--- src/sv/pru_pkg.sv ---
// Package: shared types, codes and address mapping for the picture unit register port.
`timescale 1ns / 1ps
`default_nettype none
package pru_pkg;

    localparam int NT_BYTES_DEF = 2048;
    localparam int SPR_BYTES    = 256;
    localparam logic [23:0] DECAY_RESET = 24'd1789773;

    typedef enum logic [2:0] {
        OP_READ      = 3'd0,
        OP_WRITE     = 3'd1,
        OP_TICK      = 3'd2,
        OP_VBLANK    = 3'd3,
        OP_PRERENDER = 3'd4,
        OP_FLAGS     = 3'd5
    } t_op;

    typedef enum logic [2:0] {
        REG_CTRL     = 3'd0,
        REG_MASK     = 3'd1,
        REG_STATUS   = 3'd2,
        REG_OAM_ADDR = 3'd3,
        REG_OAM_DATA = 3'd4,
        REG_SCROLL   = 3'd5,
        REG_ADDR     = 3'd6,
        REG_DATA     = 3'd7
    } t_reg;

    typedef enum logic [1:0] {
        CFG_MIRROR = 2'd0,
        CFG_EARLY  = 2'd1,
        CFG_PERIOD = 2'd2
    } t_cfg;

    typedef struct packed {
        logic [7:0]  ctrl;
        logic [7:0]  mask;
        logic [7:0]  status;
        logic [7:0]  sp;
        logic [15:0] cur;
        logic [15:0] tmp;
        logic [2:0]  fine_x;
        logic        w;
        logic [7:0]  rb;
        logic [7:0]  ob;
        logic [23:0] cd;
    } t_state;

    typedef struct packed {
        logic nt;
        logic pal;
        logic spr;
    } t_mem_we;

    function automatic logic [10:0] nt_index(input logic [15:0] a, input logic mv);
        nt_index = {(mv ? a[10] : a[11]), a[9:0]};
    endfunction

    function automatic logic [4:0] pal_index(input logic [15:0] a);
        pal_index = {(a[4] && (a[1:0] == 2'b00)) ? 1'b0 : a[4], a[3:0]};
    endfunction

endpackage
`default_nettype wire

--- src/sv/pru_exec.sv ---
// Execute stage: register updates, read data and memory write enables for one item.
`timescale 1ns / 1ps
`default_nettype none
module pru_exec (
    input  wire  logic [2:0]     i_op,
    input  wire  logic [2:0]     i_reg,
    input  wire  logic [7:0]     i_data,
    input  wire  logic [7:0]     i_cyc,
    input  wire  logic           i_early,
    input  wire  logic [23:0]    i_period,
    input  wire  pru_pkg::t_state i_st,
    input  wire  logic [7:0]     i_nt_q,
    input  wire  logic [7:0]     i_pal_q,
    input  wire  logic [7:0]     i_spr_q,
    output pru_pkg::t_state      o_st,
    output pru_pkg::t_mem_we     o_we,
    output logic [7:0]           o_rd,
    output logic                 o_nmi
);
    import pru_pkg::*;

    logic [13:0] a14;
    logic        is_nt;
    logic        is_pal;
    logic [7:0]  pv;
    logic [15:0] step;
    logic [15:0] t1;

    always_comb begin
        o_st  = i_st;
        o_we  = '0;
        o_rd  = '0;
        o_nmi = 1'b0;
        t1    = '0;
        a14    = i_st.cur[13:0];
        is_nt  = (a14 >= 14'h2000) && (a14 <= 14'h3EFF);
        is_pal = (a14 >= 14'h3F00);
        pv     = (i_pal_q & (i_st.mask[0] ? 8'h30 : 8'h3F)) | (i_st.ob & 8'hC0);
        step   = i_st.ctrl[2] ? 16'd32 : 16'd1;
        case (i_op)
            OP_READ: begin
                case (i_reg)
                    REG_STATUS: begin
                        if (i_early) begin
                            o_rd = i_st.status | (i_st.ob & 8'h1F);
                        end else begin
                            o_st.ob = i_st.ob & 8'h1F;
                            o_st.cd = i_period;
                            o_rd    = i_st.status | (i_st.ob & 8'h1F);
                        end
                        o_st.status[7] = 1'b0;
                        o_st.w         = 1'b0;
                    end
                    REG_OAM_DATA: begin
                        o_rd = i_spr_q & (i_early ? 8'hE1 : 8'hFF);
                        if (i_st.sp != 8'd0 && !i_st.sp[0]) begin
                            o_st.ob = 8'h00;
                            o_st.cd = i_period;
                        end
                    end
                    REG_DATA: begin
                        if (is_pal) begin
                            o_rd    = pv;
                            o_st.rb = i_nt_q;
                        end else begin
                            o_rd    = i_st.rb;
                            o_st.rb = is_nt ? i_nt_q : 8'h00;
                        end
                        o_st.cur = i_st.cur + step;
                        o_st.ob  = o_rd;
                        o_st.cd  = i_period;
                    end
                    default: o_rd = i_st.ob;
                endcase
            end
            OP_WRITE: begin
                case (i_reg)
                    REG_CTRL: begin
                        o_nmi     = i_st.status[7] && !i_st.ctrl[7] && i_data[7];
                        o_st.ctrl = i_data;
                        o_st.tmp  = (i_st.tmp & 16'hF3FF) | {4'b0, i_data[1:0], 10'b0};
                    end
                    REG_MASK:     o_st.mask = i_data;
                    REG_OAM_ADDR: o_st.sp = i_data;
                    REG_OAM_DATA: begin
                        o_we.spr = 1'b1;
                        o_st.sp  = i_st.sp + 8'd1;
                    end
                    REG_SCROLL: begin
                        if (!i_st.w) begin
                            o_st.fine_x = i_data[2:0];
                            o_st.tmp    = (i_st.tmp & 16'hFFE0) | {11'b0, i_data[7:3]};
                        end else begin
                            t1       = (i_st.tmp & 16'h8FFF) | {1'b0, i_data[2:0], 12'b0};
                            o_st.tmp = (t1 & 16'hFC1F) | {6'b0, i_data[7:3], 5'b0};
                        end
                        o_st.w = !i_st.w;
                    end
                    REG_ADDR: begin
                        if (!i_st.w) begin
                            o_st.tmp = (i_st.tmp & 16'h80FF) | {2'b0, i_data[5:0], 8'b0};
                        end else begin
                            o_st.tmp = {i_st.tmp[15:8], i_data};
                            o_st.cur = {i_st.tmp[15:8], i_data};
                        end
                        o_st.w = !i_st.w;
                    end
                    REG_DATA: begin
                        o_we.nt  = is_nt;
                        o_we.pal = is_pal;
                        o_st.cur = i_st.cur + step;
                    end
                    default: ;
                endcase
                o_st.ob = i_data;
                o_st.cd = i_period;
            end
            OP_TICK: begin
                if (i_st.ob != 8'h00) begin
                    if (i_st.cd <= {16'b0, i_cyc}) begin
                        o_st.cd = '0;
                        o_st.ob = 8'h00;
                    end else begin
                        o_st.cd = i_st.cd - {16'b0, i_cyc};
                    end
                end
            end
            OP_VBLANK: begin
                o_st.status[7] = 1'b1;
                o_nmi          = i_st.ctrl[7];
            end
            OP_PRERENDER: o_st.status = 8'h00;
            OP_FLAGS:     o_st.status = i_st.status | (i_data & 8'h60);
            default: ;
        endcase
    end
endmodule
`default_nettype wire

--- config.mk ---
export PLATFORM = sky130hd
export DESIGN_NAME = pru_exec
export DESIGN_NICKNAME = d
export VERILOG_FILES = /design/src/sv/pru_pkg.sv /design/src/sv/pru_exec.sv
export SDC_FILE = /design/constraint.sdc
export NUM_CORES = 1
export LEC_CHECK = 0
export ABC_CLOCK_PERIOD_IN_PS = 3100
export BUFFER_PORTS_ARGS = -buffer_cell sky130_fd_sc_hd__buf_2
export CAP_MARGIN = 10
export CORE_ASPECT_RATIO = 0.6
export CORE_MARGIN = 4
export CORE_UTILIZATION = 45
export DETAILED_ROUTE_END_ITERATION = 8
export GPL_TIMING_DRIVEN = 0
export PLACE_DENSITY = 0.8
export SYNTH_ARGS = -nofsm -noshare
export SYNTH_HDL_FRONTEND = slang
export SYNTH_SLANG_ARGS = --single-unit
export TNS_END_PERCENT = 100
--- constraint.sdc ---
create_clock -name vclk -period 3.1
set_input_delay 0.155 -clock vclk [all_inputs]
set_output_delay 0.155 -clock vclk [all_outputs]
set_load 0.03 [all_outputs]
* Word level (Yosys, flattened, before mapping)
Cells that the tools add are included.
** Storage, ports and cells
- Output and inout port bits :: 120
- Bits in registers :: 0
- Bits of input ports :: 179
- Word-level logic and storage cells :: 84
** Cells by class
- Reductions and logical operators :: 12
- $add $sub $neg :: 3
- Multiplexer cells :: 43
- $lt $le $gt $ge :: 4
- Equality and inequality tests :: 12
- Bitwise gates (word level) :: 10
** Operators by type and width (count)
- $pmux 32 s3 :: 2
- $mux 32 :: 3
- $mux 16 :: 5
- $mux 8 :: 10
- $pmux 16 s2 :: 2
- $pmux 16 s3 :: 1
- $ge 14x14->1 const B :: 2
- $le 24x8->1 :: 1
- $mux 24 :: 1
- $pmux 8 s3 :: 1
- $sub 24x8->24 :: 1
- $mux 19 :: 1
- $eq 3x3->1 const B :: 6
- $add 16x6->16 :: 1
- $or 16x10->16 :: 1
- $or 16x12->16 :: 1
- $or 16x14->16 :: 1
- $or 16x15->16 :: 1
- $or 16x5->16 :: 1
- $pmux 8 s2 :: 1
- $reduce_bool 8->1 :: 2
- $le 14x14->1 const B :: 1
- $pmux 7 s2 :: 1
- $eq 3x2->1 const B :: 4
- 19 further kinds :: 33

* Depth between registers and ports, before layout
- Depth in word-level cells :: 6
- Mapped depth :: 10
- Mapped depth without buffers :: 9

* Worst setup path before layout
OpenSTA, ideal clock, no wires.
- Path kind :: input port to output port
- Start :: input i_st[0] in the netlist's numbering
- End :: output o_st[15] in the netlist's numbering
- Path slack :: 0.250 ns
- Required time :: 2.945 ns
- Arrival time :: 2.695 ns
- Stages :: 9
- Path buffers :: 0
- Cells stage by stage :: inv_1 ha_1 fa_1 nand2b_1 a211oi_2 o21ai_1 a31oi_1 nor2_1 o32ai_1
** RTL lines
- from (decl) :: RTL line pru_exec.sv:11 : input wire pru_pkg::t_state i_st,
- to (decl) :: RTL line pru_exec.sv:15 : output pru_pkg::t_state o_st,

==> impl_results.md <==
- CLK BUF: 0
- 1st-pass router iterations: 6
- FP Rows: 28
- Post-route ant nets: 0
- Nets: 1257
- RSZ-0062 raised after global routing: false
- Vias per cell: 6.73
- Final Cycle Share: 97.0%
- # port buffers: 285
- N_diodes: 0
- Clock share of power: 0%
- Critical Path Fanout Max: 8
- First-pass GRT wire length: 39400 µm
- Worst path cell trace: buf_2, inv_1, ha_1, fa_1, nand2b_1, a211oi_4, o21ai_1, a31oi_2, nor2_1, o32ai_1, buf_2
- Via Count: 8055
- Post-DP HPWL: 21400 µm
- HP Start: i_st[32]
- I/O pin cnt: 299
- Initial DRC Count: 1198
- GPL Wtd Cong: 1.05
- Post-synthesis cell type count: 77
- Worst Path Arrival: 2.85 ns
- Post-Syn Instances: 776
- Core ar.: 10000 µm²
- CP Launch Type: input port
- Internal: 376 µW
- Die Footprint: 12200 µm²
- Top cells by area, synth: o21ai_0 (7.6%), nand2_1 (7.2%), a21oi_1 (7.2%), mux2_2 (5.5%), nor2_1 (5.5%)
- Routed length on met1: 10400 µm
- Die Height: 87.0 µm
- Syn avg cell area: 6.04 µm²
- Hold path depth: 4
- Most used cell, CP: buf_2
- Top achievable clock speed: 0.332 GHz
- Setup TNS Final: 0 ns
- Worst VDD drop: 0.000162 V
- Remaining Overflow, GRT: 0
- DRT Wirelength: 26400 µm
- Final sequential cell count: 0
- Sw Ratio: 67.2%
- Post-synth top area cell: o21ai_0
- Synthesized Nets: 969
- Hold Fails Final Rpt: 0
- Register area share after synthesis: 0%
- Cell with the most instances after synthesis: nand2_1
- Metal3 WL: 4420 µm
- Req. time, crit path: 2.94 ns
- Most frequent cells after synthesis: nand2_1 (90), o21ai_0 (71), nor2_1 (69)
- GRT Overall Usage: 39.9%
- Top-area cell type share of the netlist area: 7.58%
- Die Span X: 140 µm
- Status: completed
- Vias in the first global route: 7188
- Initial antenna violation count: 1
- P_leak: 0.00288 µW
- Core Util, Final: 63.0%
- Pin count of the biggest net entering global routing: 11
- Register Area: 0 µm²
- CP Class: in -> out
- Initial Utilization: 46.8%
- Yosys warning total: 0
- Worst-Margin Slew: 1.25 ns
- Register share of total power: 0%
- Crit-path slowest cell: a31oi_2
- Max Cap Viol: 0
- Largest stage delay, worst path: 0.53 ns
- P_sw: 770 µW
- # setup viols final: 0
- Routed wl met2: 10700 µm
- Slew margin rel.: 15.9%
- Crit path capture type: output pin
- Pins over their slew limit: 0
- Power Dens Cells: 182 nW/µm²
- Crit path launch: i_st[0]
- Hold Path Class: in -> out
- Area grow syn2layout: 34.7%
- DRC viols: 0
- Gate power share: 100.0%
- Uppermost layer routed: met5
- Wire length per cell: 22.0 µm
- Final min period: 3.01 ns
- Post-Syn Area: 4690 µm²
- Layout cell share with drive strength beyond 1: 32.9%
==> kinds of logic (layout without fill, tap and decap cells) <==
logic type / after synthesis / in the layout / synth area share (%)
AND/OR/NAND/NOR: 315 / 315 / 33.1
XOR/XNOR: 13 / 13 / 2.43
AO/OA/AOI/OAI: 320 / 320 / 46.7
buffers and inverters: 87 / 373 / 7.45
adder cells (fa/ha/maj): 14 / 14 / 3.90
multiplexers: 27 / 27 / 6.38
==> what timing repair did <==
action,in CTS,in global routing
pin swaps,0,1
setup buffers,0,1
resized for setup,2,3
endpoints found under the setup margin,5,21
hold buffers,0,0
==> critical path: cells and delay by family <==
family,cells,cell delay (ns)
AO/OA/AOI/OAI,4,1.39
buffers and inverters,3,0.38
AND/OR/NAND/NOR,2,0.30
adder cells (fa/ha/maj),2,0.62
==> metal layers <==
| layer | global-route usage, % | vias to the layer above |
|---|---|---|
| met3 | 12.7 | 81 |
| met4 | 11.2 | 2 |
| met2 | 59.0 | 727 |
| met5 | 0 | - |
| li1 | - | 3589 |
| met1 | 55.6 | 3656 |
==> through the flow <==
stage / instances / hold WS (ns) / instance area, µm² / total power, µW / worst slack (ns)
4_1_cts: 1196 / 0.674 / 6290 / 1110 / 0.0506
6_report: 1197 / 0.670 / 6310 / 1150 / 0.0923
3_3_place_gp: 1196 / 0.667 / 6280 / 1100 / -0.121
2_1_floorplan: 776 / 0.495 / 4690 / 690 / 0.250
3_5_place_dp: 1196 / 0.673 / 6280 / 1100 / -0.139
5_1_grt: 1197 / 0.685 / 6310 / 1210 / 0.0123
==> worst paths after layout <==
kind / end / slack, ns
max: o_st[15] / 0.09
min: o_st[32] / 0.67
==> power by group through the flow <==
stage | clock network (µW) | logic [µW] | registers (µW)
global placement | 0 | 1100 | 0
global route | 0 | 1210 | 0
floorplan | 0 | 690 | 0
detailed placement | 0 | 1100 | 0
CTS | 0 | 1110 | 0
finish | 0 | 1150 | 0
==> area by class of cell <==
type / instances / area, µm²
Timing Repair Buffer: 286 / 1430
Tap cell: 135 / 169
Buffer: 57 / 236
Fill cell: 1030 / 3710
Inverter: 30 / 113
Multi-Input combinational cell: 689 / 4360
==> layout by cell type, fill, tap and decap left out, types with 22 or more instances in the layout <==
cell,n
buf_2,297
nand2_1,90
o21ai_0,70
nor2_1,69
a21oi_1,67
clkbuf_1,41
nor3_1,39
nand3_1,36
inv_1,27
mux2_2,23
a22oi_1,22
Power figures use the tool's default switching activity.
